File: src/sv/sha512_hash_engine_defines.svh
// Assertion macros used by the SHA-512 engine core
`ifndef SHA512_HASH_ENGINE_DEFINES_SVH
`define SHA512_HASH_ENGINE_DEFINES_SVH

// Assert that an antecedent implies a consequent in the same cycle
`define SHE_ASSERT_IMP(label, clk, rstn, ante, cons, msg) \
    label: assert property (@(posedge clk) disable iff (!rstn) (ante) |-> (cons)) \
        else $error(msg);

// Assert that an antecedent implies a consequent in the next cycle
`define SHE_ASSERT_NEXT(label, clk, rstn, ante, cons, msg) \
    label: assert property (@(posedge clk) disable iff (!rstn) (ante) |=> (cons)) \
        else $error(msg);

`endif

File: src/sv/she_pkg.sv
// Package: types, constants and round functions of the SHA-512 engine
package she_pkg;

    localparam int unsigned BLOCK_WORDS = 16;
    localparam int unsigned ROUNDS      = 80;
    localparam int unsigned DIGEST_WORDS = 8;

    typedef logic [63:0] word_t;

    // Queue entry: one word for the block buffer plus control
    typedef struct packed {
        word_t word;
        logic  blk_end;   // word closes a block
        logic  msg_end;   // block closes the message
    } qent_t;

    typedef enum logic [1:0] {
        FE_TAKE,
        FE_PAD,
        FE_LEN
    } fe_state_t;

    typedef enum logic [1:0] {
        BE_FILL,
        BE_ROUND,
        BE_ADD,
        BE_OUT
    } be_state_t;

    localparam word_t PAD_WORD = 64'h8000000000000000;

    localparam word_t INIT_H [DIGEST_WORDS] = '{
        64'h6a09e667f3bcc908, 64'hbb67ae8584caa73b, 64'h3c6ef372fe94f82b,
        64'ha54ff53a5f1d36f1, 64'h510e527fade682d1, 64'h9b05688c2b3e6c1f,
        64'h1f83d9abfb41bd6b, 64'h5be0cd19137e2179
    };

    localparam word_t ROUND_K [ROUNDS] = '{
        64'h428a2f98d728ae22, 64'h7137449123ef65cd, 64'hb5c0fbcfec4d3b2f, 64'he9b5dba58189dbbc,
        64'h3956c25bf348b538, 64'h59f111f1b605d019, 64'h923f82a4af194f9b, 64'hab1c5ed5da6d8118,
        64'hd807aa98a3030242, 64'h12835b0145706fbe, 64'h243185be4ee4b28c, 64'h550c7dc3d5ffb4e2,
        64'h72be5d74f27b896f, 64'h80deb1fe3b1696b1, 64'h9bdc06a725c71235, 64'hc19bf174cf692694,
        64'he49b69c19ef14ad2, 64'hefbe4786384f25e3, 64'h0fc19dc68b8cd5b5, 64'h240ca1cc77ac9c65,
        64'h2de92c6f592b0275, 64'h4a7484aa6ea6e483, 64'h5cb0a9dcbd41fbd4, 64'h76f988da831153b5,
        64'h983e5152ee66dfab, 64'ha831c66d2db43210, 64'hb00327c898fb213f, 64'hbf597fc7beef0ee4,
        64'hc6e00bf33da88fc2, 64'hd5a79147930aa725, 64'h06ca6351e003826f, 64'h142929670a0e6e70,
        64'h27b70a8546d22ffc, 64'h2e1b21385c26c926, 64'h4d2c6dfc5ac42aed, 64'h53380d139d95b3df,
        64'h650a73548baf63de, 64'h766a0abb3c77b2a8, 64'h81c2c92e47edaee6, 64'h92722c851482353b,
        64'ha2bfe8a14cf10364, 64'ha81a664bbc423001, 64'hc24b8b70d0f89791, 64'hc76c51a30654be30,
        64'hd192e819d6ef5218, 64'hd69906245565a910, 64'hf40e35855771202a, 64'h106aa07032bbd1b8,
        64'h19a4c116b8d2d0c8, 64'h1e376c085141ab53, 64'h2748774cdf8eeb99, 64'h34b0bcb5e19b48a8,
        64'h391c0cb3c5c95a63, 64'h4ed8aa4ae3418acb, 64'h5b9cca4f7763e373, 64'h682e6ff3d6b2b8a3,
        64'h748f82ee5defb2fc, 64'h78a5636f43172f60, 64'h84c87814a1f0ab72, 64'h8cc702081a6439ec,
        64'h90befffa23631e28, 64'ha4506cebde82bde9, 64'hbef9a3f7b2c67915, 64'hc67178f2e372532b,
        64'hca273eceea26619c, 64'hd186b8c721c0c207, 64'heada7dd6cde0eb1e, 64'hf57d4f7fee6ed178,
        64'h06f067aa72176fba, 64'h0a637dc5a2c898a6, 64'h113f9804bef90dae, 64'h1b710b35131c471b,
        64'h28db77f523047d84, 64'h32caab7b40c72493, 64'h3c9ebe0a15c9bebc, 64'h431d67c49c100d4c,
        64'h4cc5d4becb3e42b6, 64'h597f299cfc657e2a, 64'h5fcb6fab3ad6faec, 64'h6c44198c4a475817
    };

    function automatic word_t rotr(input word_t x, input int unsigned n);
        rotr = (x >> n) | (x << (64 - n));
    endfunction

    function automatic word_t big_sigma0(input word_t x);
        big_sigma0 = rotr(x, 28) ^ rotr(x, 34) ^ rotr(x, 39);
    endfunction

    function automatic word_t big_sigma1(input word_t x);
        big_sigma1 = rotr(x, 14) ^ rotr(x, 18) ^ rotr(x, 41);
    endfunction

    function automatic word_t small_sigma0(input word_t x);
        small_sigma0 = rotr(x, 1) ^ rotr(x, 8) ^ (x >> 7);
    endfunction

    function automatic word_t small_sigma1(input word_t x);
        small_sigma1 = rotr(x, 19) ^ rotr(x, 61) ^ (x >> 6);
    endfunction

endpackage

File: src/sv/she_queue.sv
// Two-entry queue between front end and compression back end
module she_queue (
    input  logic           aclk,
    input  logic           aresetn,
    input  she_pkg::qent_t in_data,
    input  logic           in_valid,
    output logic           in_ready,
    output she_pkg::qent_t out_data,
    output logic           out_valid,
    input  logic           out_ready
);

    she_pkg::qent_t mem_reg [2];
    logic       wr_ptr_reg, rd_ptr_reg;
    logic [1:0] cnt_reg;
    logic       push, pop;

    assign in_ready  = (cnt_reg != 2'd2);
    assign out_valid = (cnt_reg != 2'd0);
    assign out_data  = mem_reg[rd_ptr_reg];
    assign push      = in_valid && in_ready;
    assign pop       = out_valid && out_ready;

    always_ff @(posedge aclk) begin
        if (push) begin
            mem_reg[wr_ptr_reg] <= in_data;
        end
    end

    always_ff @(posedge aclk) begin
        if (!aresetn) begin
            wr_ptr_reg <= 1'b0;
            rd_ptr_reg <= 1'b0;
            cnt_reg    <= '0;
        end else begin
            if (push) begin
                wr_ptr_reg <= ~wr_ptr_reg;
            end
            if (pop) begin
                rd_ptr_reg <= ~rd_ptr_reg;
            end
            cnt_reg <= cnt_reg + {1'b0, push} - {1'b0, pop};
        end
    end

endmodule

File: config.mk
export PLATFORM = sky130hd
export DESIGN_NAME = she_queue
export DESIGN_NICKNAME = d
export VERILOG_FILES = /design/src/sv/sha512_hash_engine_defines.svh /design/src/sv/she_pkg.sv /design/src/sv/she_queue.sv
export SDC_FILE = /design/constraint.sdc
export NUM_CORES = 1
export LEC_CHECK = 0
export ABC_AREA = 1
export BUFFER_PORTS_ARGS = -buffer_cell sky130_fd_sc_hd__buf_4
export CORE_ASPECT_RATIO = 1.2
export CORE_MARGIN = 2
export CORE_UTILIZATION = 50
export DETAILED_ROUTE_END_ITERATION = 10
export PLACE_DENSITY_LB_ADDON = 0.25
export SKIP_CTS_REPAIR_TIMING = 1
export SLEW_MARGIN = 25
export SYNTH_ARGS = -nofsm -noshare
export SYNTH_HDL_FRONTEND = slang
export SYNTH_SLANG_ARGS = --single-unit
File: constraint.sdc
create_clock -name aclk -period 4.9 [get_ports aclk]
set_input_delay 0 -clock aclk [delete_from_list [all_inputs] [get_ports aclk]]
set_output_delay 0 -clock aclk [all_outputs]
set_load 0.01 [all_outputs]
# Word-level counts from Yosys, hierarchy flattened
# Memory sizes are Yosys's and may differ from the RTL's. A register that Yosys moved wholly into a read port is not among the register bits.
# Cells that the tools add are included.
[classes] n_bitwise=2 reduce_logical=3 eq_ne=1 mux=4 addsub=2
[ops] op="1-bit 2-to-1 mux" count=4
[ops] op="2-bit by 1-bit adder with 2-bit output" count=1
[ops] op="1-bit logical AND" count=2
[ops] op="2-bit != test, second input constant" count=1
[ops] op="1-bit inverter" count=2
[ops] op="2-bit nonzero test" count=1
[ops] op="2-bit by 1-bit subtractor with 2-bit output" count=1
[totals] in_bits=70 ramBits=132 mem_count=1 reg_bits=4 output_inout_bits=68
[mem_list] name="mem_reg" depth=2 width=66 rd=1 rd_ports_with_merged_regs=1 write_ports=1 line="she_queue.sv:13" rtl="she_pkg::qent_t mem_reg [2];"

# Longest topological paths before layout
[logic_depth] word_depth=4 mapped_depth=11 mapped_depth_nobuf=11

# Worst setup path before layout
# OpenSTA, ideal clock, no wires.
[synth_timing] kind="register to register" startpoint="register cnt_reg[0]" endpoint="memory mem_reg[0][0] (netlist bit) (enable)" t_arrival_ps=3383 setup_ps=490 path_slack_ps=1026 period_less_slack_ps=3874 stages_incl_launch_ff=5 required_time_ps=4410 n_path_buf=0 path_cell_list="dfxtp_1 -> inv_1 -> nand2_1 -> nand2_1 -> nor2_1"
[synth_between] elab_chain_len=4
[synth_rtl] element="from (decl)" line="she_queue.sv:15" rtl="logic [1:0] cnt_reg;"
[synth_rtl] element="from (signal assigned)" line="she_queue.sv:42" rtl="cnt_reg <= cnt_reg + {1'b0, push} - {1'b0, pop};"
[synth_rtl] element="2-bit != test" line="she_queue.sv:18" rtl="assign in_ready = (cnt_reg != 2'd2);"
[synth_rtl] element="named net in_ready" line="she_queue.sv:7" rtl="output logic in_ready,"
[synth_rtl] element="1-bit logical AND" line="she_queue.sv:21" rtl="assign push = in_valid && in_ready;"
[synth_rtl] element="1-bit 2-to-1 mux" line="she_queue.sv:25" rtl="if (push) begin"
[synth_rtl] element="1-bit 2-to-1 mux (not written as such)" line="she_queue.sv:26" rtl="mem_reg[wr_ptr_reg] <= in_data;"
[synth_rtl] element="to (decl)" line="she_queue.sv:13"
# The timed path passes the listed nets, and every way through them passes these cells.

# Worst setup path after layout
[layout_timing] startpoint="register cnt_reg[0]" endpoint="memory mem_reg[0][42] (netlist bit) (enable)"
[layout_between] elab_chain_len=4
[layout_rtl] element="2-bit != test" line="she_queue.sv:18"
[layout_rtl] element="1-bit logical AND" line="she_queue.sv:21"
[layout_rtl] element="1-bit 2-to-1 mux" line="she_queue.sv:25"
[layout_rtl] element="1-bit 2-to-1 mux (not written as such)" line="she_queue.sv:26"
# Every way passes these cells.

==> qor.yml <==
drt-initial-drc-count: 116
synthMuxAreaShare_pct: 17.30
finalCritPeriodShare_pct: 43.18
hpwlAfterDp_um: 5773
rsz0062_at_grt: "no"
port_buffers: 137
maxSlewHeadroom_pct: 58.47
num_antenna_cells: 0
cts_sinks: 137
fin_util_pct: 75.31
cp-end-kind: "register"
yosysTopAreaCellShare_pct: 76.76
netlist_area_um2: 5164
die_h_um: 115.3
route.detailed.drc: 0
ys_top_cells_by_area: "edfxtp_1, mux2_4, mux2_2"
yosys.area_share.simple_pct: 1.527
setup_viol_count_final: 0
synthAdderAreaFrac_pct: 0.4846
largest_reg_flops: 132
area_growth_pct: 46.72
grt_pass1_vias: 2651
synth_top_cell_by_area: "edfxtp_1"
cts_root_buf: "clkbuf_16"
leakagePower_nw: 2.988
drive_gt1_share_pct: 49.16
synth_async_sr_flop_share_pct: 0
cts_buffer_depth: 2
row_count: 40
ys_top_cells_by_count: "edfxtp_1, mux2_4, mux2_2"
drv_cap: 0
cts_tree: "done"
p_per_area_nw_per_um2: 477.5
dieArea_um2: 11160
vias: 2852
core_um2: 10060
tns_ns: 0
path_max_fanout: 28
synth-edff-count: 132
grt_overflow: 0
irDropWorstVdd_mv: 0.3075
antenna_found_initial: 0
ys_warn_count: 0
finalHoldViolCount: 0
clk_pin_slew_ns: 0.06
drv_slew: 0
synthXorXnorAreaFrac_pct: 0
hold_path.class: "input pin to register"
synth-compound-area-share_pct: 0.1938
startpoint_type: "register"
ys_ff_latch: 137
grt_pass1_wl_um: 12850
max_stage_delay_ns: 0.44
syn_nets: 313
wl_per_cell_um: 15.78
grt_max_degree: 40
viasPerCell: 4.738
max_freq_mhz: 472.6
worstPathArrival_ns: 2.17
grtUsageTotal_pct: 15.71
nets: 535
synth_top_family_by_area: "multiplexers"
synth.most_common_cell: "edfxtp_1"
cts_htree_levels: 4
initial_utilization_pct: 51.33
cpMaxStageDelayCell: "nor2_4"
fin_crit_ns: 2.116
synth_ff_type: "edfxtp_1"
crit_type: "register to register"
cts_buffers: 17
worst_ep_required_time_ns: 4.96
synth_cells: 241
tightest_slew_ns: 0.6220
synth_area_per_cell_um2: 21.43
crit_path_frequent_cell: "nand2_1"
yosysSeqAreaShare_pct: 78.70
synth_cell_type_count: 12
ant_nets: 0
wl_um: 9498
status: "completed"
dieWidth_um: 96.77
gp_congestion: 0.6900
crit_chain: "inv_1 > nand2_1 > nand2_1 > nor2_4 > buf_12 > buf_4"
io_pins: 138
skew_ns: 0.007403
clk_latency_ns: 0.41
drtPass1Iterations: 4
## cells in the final DEF, fill, tap and decap left out, types with 3 or more instances in the layout
| master | instances |
|---|---|
| clkbuf_8 | 4 |
| dlygate4sd3_1 | 69 |
| nor2_1 | 7 |
| mux2_2 | 26 |
| nand3_1 | 3 |
| nand2_1 | 9 |
| buf_4 | 139 |
| mux2_4 | 40 |
| clkbuf_1 | 8 |
| dfxtp_1 | 4 |
| inv_1 | 6 |
| edfxtp_1 | 132 |
| clkbuf_16 | 17 |
## final timing paths
path                                  endpoint       start  depth (start not counted)  slack (ns)
worst max-delay path            mem_reg[0][42]  cnt_reg[0]                          6        2.78
worst min-delay path             mem_reg[1][7]  in_data[7]                          2        0.31
worst max register to register  mem_reg[0][42]  cnt_reg[0]                          6        2.78
worst min register to register        register  rd_ptr_reg                          2        0.51
## final cells by class
class / count / area, um2
Clock buffer: 29 / 510.5
Fill cell: 625 / 2484
Timing Repair Buffer: 210 / 1782
Multi-Input combinational cell: 90 / 1015
Sequential cell: 137 / 4068
Tap cell: 126 / 157.7
Clock inverter: 3 / 17.52
Inverter: 7 / 26.28
## per-layer routing
layer / GRT usage, % / wire [um] / vias to the layer above
li1: - / - / 1380
met1: 16.60 / 3566 / 1376
met2: 27.36 / 5310 / 86
met3: 6.383 / 501 / 10
met4: 7.887 / 119 / 0
met5: 0 / 0 / -
## power by group
part | switching [mW] | total [mW] | internal, mW
Clock | 0.416 | 1.11 | 0.699
Combinational | 0.405 | 0.941 | 0.536
Sequential | 0.0763 | 1.56 | 1.49
## logic make-up (layout without fill, tap and decap cells)
kind of cell | count (synthesis) | count (layout)
flip-flops | 137 | 137
buffers and inverters | 14 | 249
AND/OR/NAND/NOR | 20 | 20
multiplexers | 66 | 66
adder cells (fa/ha/maj) | 2 | 2
AO/OA/AOI/OAI | 2 | 2
## critical path: cells and delay by family, from the launching register on
| kind | cells | cell delay, ns |
|---|---|---|
| and+or+nand+nor | 3 | 0.68 |
| buffers and inverters | 3 | 0.69 |
| DFF | 1 | 0.36 |
## stage by stage
stage,std cells,power (mW),setup slack [ns],hold slack [ns],area [um2]
2_1_floorplan,241,2.100,1.026,0.09345,5164
3_3_place_gp,499,2.454,2.523,0.1853,6310
3_5_place_dp,501,2.491,2.765,0.1874,6357
4_1_cts,533,3.603,2.762,-0.2394,6885
5_1_grt,602,3.781,2.612,0.3095,7576
6_report,602,3.618,2.784,0.3129,7576
(Power assumes the default switching activity.)
