[config.mk]
export PLATFORM = sky130hd
export DESIGN_NAME = she_front
export DESIGN_NICKNAME = d
export VERILOG_FILES = /design/src/sv/sha512_hash_engine_defines.svh /design/src/sv/she_pkg.sv /design/src/sv/she_front.sv
export SDC_FILE = /design/constraint.sdc
export NUM_CORES = 1
export LEC_CHECK = 0
export BUFFER_PORTS_ARGS = -buffer_cell sky130_fd_sc_hd__buf_2
export CAP_MARGIN = 10
export CORE_MARGIN = 1
export CORE_UTILIZATION = 45
export DETAILED_ROUTE_END_ITERATION = 12
export HOLD_SLACK_MARGIN = 0.02
export PLACE_DENSITY = 0.74
export SKIP_CTS_REPAIR_TIMING = 1
export SLEW_MARGIN = 20
export SYNTH_ARGS = -nofsm -noshare
export SYNTH_HDL_FRONTEND = slang
export SYNTH_SLANG_ARGS = --single-unit
export TNS_END_PERCENT = 10
[constraint.sdc]
create_clock -name aclk -period 3.4 [get_ports aclk]
set_input_delay 0.68 -clock aclk [delete_from_list [all_inputs] [get_ports aclk]]
set_output_delay 0.68 -clock aclk [all_outputs]
set_load 0.1 [all_outputs]
[src/sv/sha512_hash_engine_defines.svh]
// Assertion macros used by the SHA-512 engine core
`ifndef SHA512_HASH_ENGINE_DEFINES_SVH
`define SHA512_HASH_ENGINE_DEFINES_SVH

// Assert that an antecedent implies a consequent in the same cycle
`define SHE_ASSERT_IMP(label, clk, rstn, ante, cons, msg) \
    label: assert property (@(posedge clk) disable iff (!rstn) (ante) |-> (cons)) \
        else $error(msg);

// Assert that an antecedent implies a consequent in the next cycle
`define SHE_ASSERT_NEXT(label, clk, rstn, ante, cons, msg) \
    label: assert property (@(posedge clk) disable iff (!rstn) (ante) |=> (cons)) \
        else $error(msg);

`endif

[src/sv/she_pkg.sv]
// Package: types, constants and round functions of the SHA-512 engine
package she_pkg;

    localparam int unsigned BLOCK_WORDS = 16;
    localparam int unsigned ROUNDS      = 80;
    localparam int unsigned DIGEST_WORDS = 8;

    typedef logic [63:0] word_t;

    // Queue entry: one word for the block buffer plus control
    typedef struct packed {
        word_t word;
        logic  blk_end;   // word closes a block
        logic  msg_end;   // block closes the message
    } qent_t;

    typedef enum logic [1:0] {
        FE_TAKE,
        FE_PAD,
        FE_LEN
    } fe_state_t;

    typedef enum logic [1:0] {
        BE_FILL,
        BE_ROUND,
        BE_ADD,
        BE_OUT
    } be_state_t;

    localparam word_t PAD_WORD = 64'h8000000000000000;

    localparam word_t INIT_H [DIGEST_WORDS] = '{
        64'h6a09e667f3bcc908, 64'hbb67ae8584caa73b, 64'h3c6ef372fe94f82b,
        64'ha54ff53a5f1d36f1, 64'h510e527fade682d1, 64'h9b05688c2b3e6c1f,
        64'h1f83d9abfb41bd6b, 64'h5be0cd19137e2179
    };

    localparam word_t ROUND_K [ROUNDS] = '{
        64'h428a2f98d728ae22, 64'h7137449123ef65cd, 64'hb5c0fbcfec4d3b2f, 64'he9b5dba58189dbbc,
        64'h3956c25bf348b538, 64'h59f111f1b605d019, 64'h923f82a4af194f9b, 64'hab1c5ed5da6d8118,
        64'hd807aa98a3030242, 64'h12835b0145706fbe, 64'h243185be4ee4b28c, 64'h550c7dc3d5ffb4e2,
        64'h72be5d74f27b896f, 64'h80deb1fe3b1696b1, 64'h9bdc06a725c71235, 64'hc19bf174cf692694,
        64'he49b69c19ef14ad2, 64'hefbe4786384f25e3, 64'h0fc19dc68b8cd5b5, 64'h240ca1cc77ac9c65,
        64'h2de92c6f592b0275, 64'h4a7484aa6ea6e483, 64'h5cb0a9dcbd41fbd4, 64'h76f988da831153b5,
        64'h983e5152ee66dfab, 64'ha831c66d2db43210, 64'hb00327c898fb213f, 64'hbf597fc7beef0ee4,
        64'hc6e00bf33da88fc2, 64'hd5a79147930aa725, 64'h06ca6351e003826f, 64'h142929670a0e6e70,
        64'h27b70a8546d22ffc, 64'h2e1b21385c26c926, 64'h4d2c6dfc5ac42aed, 64'h53380d139d95b3df,
        64'h650a73548baf63de, 64'h766a0abb3c77b2a8, 64'h81c2c92e47edaee6, 64'h92722c851482353b,
        64'ha2bfe8a14cf10364, 64'ha81a664bbc423001, 64'hc24b8b70d0f89791, 64'hc76c51a30654be30,
        64'hd192e819d6ef5218, 64'hd69906245565a910, 64'hf40e35855771202a, 64'h106aa07032bbd1b8,
        64'h19a4c116b8d2d0c8, 64'h1e376c085141ab53, 64'h2748774cdf8eeb99, 64'h34b0bcb5e19b48a8,
        64'h391c0cb3c5c95a63, 64'h4ed8aa4ae3418acb, 64'h5b9cca4f7763e373, 64'h682e6ff3d6b2b8a3,
        64'h748f82ee5defb2fc, 64'h78a5636f43172f60, 64'h84c87814a1f0ab72, 64'h8cc702081a6439ec,
        64'h90befffa23631e28, 64'ha4506cebde82bde9, 64'hbef9a3f7b2c67915, 64'hc67178f2e372532b,
        64'hca273eceea26619c, 64'hd186b8c721c0c207, 64'heada7dd6cde0eb1e, 64'hf57d4f7fee6ed178,
        64'h06f067aa72176fba, 64'h0a637dc5a2c898a6, 64'h113f9804bef90dae, 64'h1b710b35131c471b,
        64'h28db77f523047d84, 64'h32caab7b40c72493, 64'h3c9ebe0a15c9bebc, 64'h431d67c49c100d4c,
        64'h4cc5d4becb3e42b6, 64'h597f299cfc657e2a, 64'h5fcb6fab3ad6faec, 64'h6c44198c4a475817
    };

    function automatic word_t rotr(input word_t x, input int unsigned n);
        rotr = (x >> n) | (x << (64 - n));
    endfunction

    function automatic word_t big_sigma0(input word_t x);
        big_sigma0 = rotr(x, 28) ^ rotr(x, 34) ^ rotr(x, 39);
    endfunction

    function automatic word_t big_sigma1(input word_t x);
        big_sigma1 = rotr(x, 14) ^ rotr(x, 18) ^ rotr(x, 41);
    endfunction

    function automatic word_t small_sigma0(input word_t x);
        small_sigma0 = rotr(x, 1) ^ rotr(x, 8) ^ (x >> 7);
    endfunction

    function automatic word_t small_sigma1(input word_t x);
        small_sigma1 = rotr(x, 19) ^ rotr(x, 61) ^ (x >> 6);
    endfunction

endpackage

[src/sv/she_front.sv]
// Front end: accepts message words, counts length, inserts padding words
module she_front (
    input  logic                 aclk,
    input  logic                 aresetn,
    input  logic [63:0]          s_message_word,
    input  logic [3:0]           s_valid_bytes,
    input  logic                 s_last_word,
    input  logic                 s_valid,
    output logic                 s_ready,
    output she_pkg::qent_t       q_data,
    output logic                 q_valid,
    input  logic                 q_ready
);

    she_pkg::fe_state_t state_reg, state_next;
    logic [3:0]  pos_reg, pos_next;
    logic [63:0] len_reg, len_next;
    logic [3:0]  vb_sat;
    logic [63:0] mask;
    logic [63:0] padded;
    logic [63:0] add_bits;
    logic        pad_first_reg;

    always_comb begin
        vb_sat = (s_valid_bytes > 4'd8) ? 4'd8 : s_valid_bytes;
        if (vb_sat == 4'd0) begin
            mask = '0;
        end else begin
            mask = ~64'd0 << (7'd64 - {vb_sat, 3'b000});
        end
        padded = (s_message_word & mask) | (64'h80 << (6'd56 - {vb_sat[2:0], 3'b000}));
        add_bits = s_last_word ? {57'd0, vb_sat, 3'b000} : 64'd64;
    end

    always_ff @(posedge aclk) begin
        if (!aresetn) begin
            state_reg <= she_pkg::FE_TAKE;
            pos_reg   <= '0;
            len_reg   <= '0;
        end else begin
            state_reg <= state_next;
            pos_reg   <= pos_next;
            len_reg   <= len_next;
        end
    end

    always_comb begin
        state_next = state_reg;
        pos_next   = pos_reg;
        len_next   = len_reg;
        s_ready    = 1'b0;
        q_valid    = 1'b0;
        q_data     = '0;
        case (state_reg)
            she_pkg::FE_TAKE: begin
                s_ready        = q_ready;
                q_valid        = s_valid;
                q_data.word    = (s_last_word && vb_sat != 4'd8) ? padded : s_message_word;
                q_data.blk_end = (pos_reg == 4'd15);
                if (s_valid && q_ready) begin
                    pos_next = pos_reg + 4'd1;
                    len_next = len_reg + add_bits;
                    if (s_last_word) begin
                        if (vb_sat == 4'd8) begin
                            state_next = she_pkg::FE_PAD;
                        end else if (pos_reg == 4'd13) begin
                            state_next = she_pkg::FE_LEN;
                        end else begin
                            state_next = she_pkg::FE_PAD;
                        end
                    end
                end
            end
            she_pkg::FE_PAD: begin
                q_valid        = 1'b1;
                q_data.word    = pad_first_reg ? she_pkg::PAD_WORD : 64'd0;
                q_data.blk_end = (pos_reg == 4'd15);
                if (q_ready) begin
                    pos_next = pos_reg + 4'd1;
                    if (pos_reg == 4'd13) begin
                        state_next = she_pkg::FE_LEN;
                    end
                end
            end
            she_pkg::FE_LEN: begin
                q_valid        = 1'b1;
                q_data.word    = (pos_reg == 4'd15) ? len_reg : 64'd0;
                q_data.blk_end = (pos_reg == 4'd15);
                q_data.msg_end = (pos_reg == 4'd15);
                if (q_ready) begin
                    pos_next = pos_reg + 4'd1;
                    if (pos_reg == 4'd15) begin
                        state_next = she_pkg::FE_TAKE;
                        len_next   = '0;
                    end
                end
            end
            default: begin
                state_next = she_pkg::FE_TAKE;
            end
        endcase
    end

    // The first pad word after a full last word carries the marker byte
    always_ff @(posedge aclk) begin
        if (!aresetn) begin
            pad_first_reg <= 1'b0;
        end else if (state_reg == she_pkg::FE_TAKE && s_valid && q_ready) begin
            pad_first_reg <= s_last_word && (vb_sat == 4'd8);
        end else if (q_valid && q_ready) begin
            pad_first_reg <= 1'b0;
        end
    end

endmodule

# ---- After elaboration in Yosys (flattened, before gate mapping)
# Cells that the tools add are included.
dict set report classes {
  magnitude_cmp 1
  addsub 4
  mux 28
  reduce_logical 15
  bitwise_logic 2
  n_eq_ne 13
  shift 2
}
# op n
set ops {}
lappend ops {{64-bit two-way mux} 7}
lappend ops {{65-bit case mux with 3 select lines} 1}
lappend ops {{64-bit case mux with 2 select lines} 1}
lappend ops {{64-bit by 7-bit adder with 64-bit output} 1}
lappend ops {{64-bit AND} 1}
lappend ops {{64-bit OR} 1}
lappend ops {{64-bit by 7-bit << shifter with 64-bit output (first input constant)} 1}
lappend ops {{8-bit by 6-bit << shifter with 64-bit output (first input constant)} 1}
lappend ops {{2-bit two-way mux} 8}
lappend ops {{4-bit == test (second input constant)} 3}
lappend ops {{4-bit two-way mux} 3}
lappend ops {{2-bit != test (second input constant)} 6}
lappend ops {{4-bit case mux with 2 select lines} 1}
lappend ops {{7-bit two-way mux} 1}
lappend ops {{7-bit subtractor (first input constant)} 1}
lappend ops {{1-bit logical AND} 6}
lappend ops {{2-bit case mux with 3 select lines} 1}
lappend ops {{6-bit AND reduction} 1}
lappend ops {{2-bit nonzero test} 3}
lappend ops {{6-bit subtractor (first input constant)} 1}
lappend ops {{4-bit by 1-bit adder with 4-bit output (second input constant)} 1}
lappend ops {{4-bit > comparator (second input constant)} 1}
lappend ops {{4-bit zero test} 1}
lappend ops {{1-bit two-way mux} 4}
lappend ops {{9 further kinds} 9}
dict set report word_totals {
  regBits 71
  out_inout_bits 68
  elab_cells 69
  in_bits 73
}

# ---- Logic depth before layout (Yosys ltp)
dict set report depth {
  word_depth 9
  mapped_depth 12
  mapped_depth_nobuf 9
}

# ---- Worst setup path after synthesis
# No wires, ideal clock.
dict set report synth_path {
  path_kind {input -> output}
  startpoint {input port s_valid_bytes[1]}
  endpoint {output port q_data[17] in the netlist's numbering}
  required_time_ns 2.720
  arrival_time_ns 4.006
  path_slack_ns -1.286
  cell_stages 8
  path_cell_list {nor2b_1 > inv_1 > ha_1 > ha_1 > o21bai_1 > o21ai_0 > a22oi_1 > o21ai_0}
}
# item line_no
set synth_lines {}
lappend synth_lines {{start: declaration} she_front.sv:6} ;# input logic [3:0] s_valid_bytes,
lappend synth_lines {{end: declaration} she_front.sv:10} ;# output she_pkg::qent_t q_data,

==> summary.txt <==
Place
  – Hpwl dp: ~10000 µm
  – I/O Buffers: 140
  – Routability congestion estimate: between 0.8 and 0.9

GRT
  – Gr ovfl total: 0
  – Gr usage total: between 20 and 30%
  – Largest net degree at the start of global routing: 60
  – Antenna violations before repair: 0
  – First-pass GRT wire length: around 23000 µm
  – Vias in the first global route: 4937

Drt
  – 1st-pass router iterations: 5
  – Via density: roughly 6.0
  – DRC errors left: 0
  – DRC violation total after the first TritonRoute iteration: around 300
  – Total number of vias: approximately 5000
  – Routed Wire Length: ~14000 µm
  – Post-DR wirelength/cell: roughly 16 µm
  – Post-route ant nets: 0

STA
  – Slew Limit Headroom: about 45%
  – Worst Skew: between 0.01 and 0.015 ns
  – Fin. max-slew vios: 0
  – Final setup fails: 0
  – Least-Margin Pin Slew: 0.830 ns
  – Endpoints failing hold: 0
  – Tcrit/Tclk final: 96.3%
  – Fmax: just over 0.3 GHz
  – Minimum clock period: ~3.3 ns

Logic synthesis
  – Post-Synthesis Cell Area: between 0.004 and 0.005 mm²
  – Seq cells post-synth: between 60 and 70
  – Main synth FF type: dfxtp_1
  – Yosys top cell area share: a little under a third
  – Area contributors post-synth: dfxtp_1 (30%), a22o_1 (10%), a21oi_1 (5.7%), ha_1 (4.4%), o21ai_0 (3.9%)
  – Async set-reset flop share out of synthesis: 0%
  – Post-synth EDFFs: 0
  – Post-synthesis sequential area ratio: 30.0%
  – Netlist cell types: 55
  – Largest area contributor in the netlist: dfxtp_1
  – Post-Syn Area per Cell: 8.02 µm²
  – Syn nets: about 660
  – Cells after Synth: 566
  – Synth warnings: 0

Critical path
  – Reg2reg setup slack: about 0.79 ns
  – Critical path launch point type: input port
  – CP Cell Sequence: buf_2 > nor2b_2 > inv_1 > ha_2 > ha_4 > o21bai_1 > buf_4 > o21ai_1 > a22oi_1 > o21ai_2 > buf_12
  – Crit. End Element: output pin
  – Crit-path max FO: 4
  – Critical path data required time: 2.72 ns
  – Worst EP arrival: 2.59 ns
  – CP peak stage delay: 0.25 ns
  – Setup Crit Path Kind: in -> out
  – Worst R2R Path Depth: 8
  – CP max-delay cell: ha_2

Power and ir drop
  – Total power: around 0.0064 W
  – Max VDD drop: about 730 µV
  – Leak: 2.66 nW
  – Pwr Density: a little under 1000 mW/mm²

Floorplanning
  – Die height: approximately 100 µm
  – FP Rows: 36
  – Initial core utilization: about 46%
  – DIE WIDTH: about 100 µm
  – Die area: around 0.010 mm²
  – CORE AREA: between 0.009 and 0.01 mm²
  – I/O pins: about 140

CTS
  – Num CTS Buffers: 9
  – Longest Clk Path Bufs: 2
  – Worst-Skew Late Latency: about 0.36 ns
  – CTS root buf: clkbuf_8
  – Clk slew on worst S/H paths: around 0.080 ns
  – TritonCTS clock tree: built
  – Total clock sinks: between 60 and 70
  – H-tree Lvls: 3

Run status
  – Status: finished clean

Finish
  – Fraction of layout cells with a size suffix above 1: roughly 31%
  – Core Util, Final: a little under 70%
  – Area Growth Syn to Fin: 46.2%
  – Max reg flops: 61
  – Final nets: 806
  – Leading cell types in the layout, fill and taps excluded: buf_2 (84), dfxtp_1 (68), buf_12 (58)
  – ANT cells: 0
  – Most common cell after layout, fill and taps aside: buf_2

Flow run
  – Max cap viols: 0

Worst hold path
  – Hold depth: 2
  – Worst min path class: reg -> reg
metal layers:
layer / global-route usage, % / wire, µm / up-vias
met5: 0 / 0 / -
met4: 10.0 / 291 / 0
met3: 6.91 / 1060 / 30
met2: 47.9 / 6730 / 240
met1: 33.3 / 5800 / 2421
li1: - / - / 2439
kinds of logic (layout without fill, tap and decap cells):
kind of cell               Yosys count  count (layout)  share of synthesized area [%]
and+or+nand+nor                    225             225                           28.6
buffers and inverters               48             203                           4.52
AOI/OAI and AO/OA                  183             183                           27.1
xor gates and xnor gates            22              22                           4.25
DFF                                 68              68                           30.0
adders and majority gates           17              17                           4.85
muxes                                3               3                          0.662
cell type report:
type / instances / area [µm²]
clock buffers: 9 / 124
flip-flops and latches: 68 / 1360
well taps: 133 / 166
multi-input cells: 450 / 3060
fillers: 802 / 3140
clock inverters: 7 / 75.1
repair buffers: 168 / 1780
inverters: 19 / 71.3
power by group:
group | total, W | internal [W] | switching, W
Combinational | 0.00484 | 0.00159 | 0.00326
Sequential | 0.000848 | 0.000820 | 0.0000284
Clock | 0.000699 | 0.000342 | 0.000356
Total | 0.00639 | 0.00275 | 0.00364
stage by stage:
step	instances	hold slack [ns]	worst slack [ns]	area, µm²	TNS [ns]
finish	854	0.493	0.127	6640	0
CTS	854	0.498	-0.111	6600	-1.31
detailed placement	838	0.480	-0.0798	6400	-0.965
global route	854	0.524	-0.0298	6640	-0.0298
global placement	838	0.474	0.0112	6400	0
floorplan	566	0.449	-0.408	4580	-8.52
synthesized netlist by cell type (6+ instances only):
master	count
nor2_1	35
o21ai_0	35
xnor2_1	12
o31ai_1	18
and3_1	9
or4_1	18
a22o_1	54
a21oi_1	52
xor2_1	10
or3_1	24
nor2b_1	7
ha_1	16
dfxtp_1	68
nand3_1	33
and2_1	15
inv_1	19
nand2_1	35
nand4_1	18
nor3_1	8
clkbuf_1	22
a22oi_1	6
critical path, delay by kind of cell:
| kind | cells | cell delay (ns) |
|---|---|---|
| adder cells (fa/ha/maj) | 2 | 0.47 |
| AO/OA/AOI/OAI | 4 | 0.70 |
| AND/OR/NAND/NOR | 1 | 0.16 |
| buffers and inverters | 4 | 0.57 |
final timing paths:
path                  to              from
min reg2reg   len_reg[3]        len_reg[3]
max reg2reg  len_reg[58]      state_reg[1]
max           q_data[17]  s_valid_bytes[1]
min           len_reg[3]        len_reg[3]
Power figures use the tool's default switching activity.
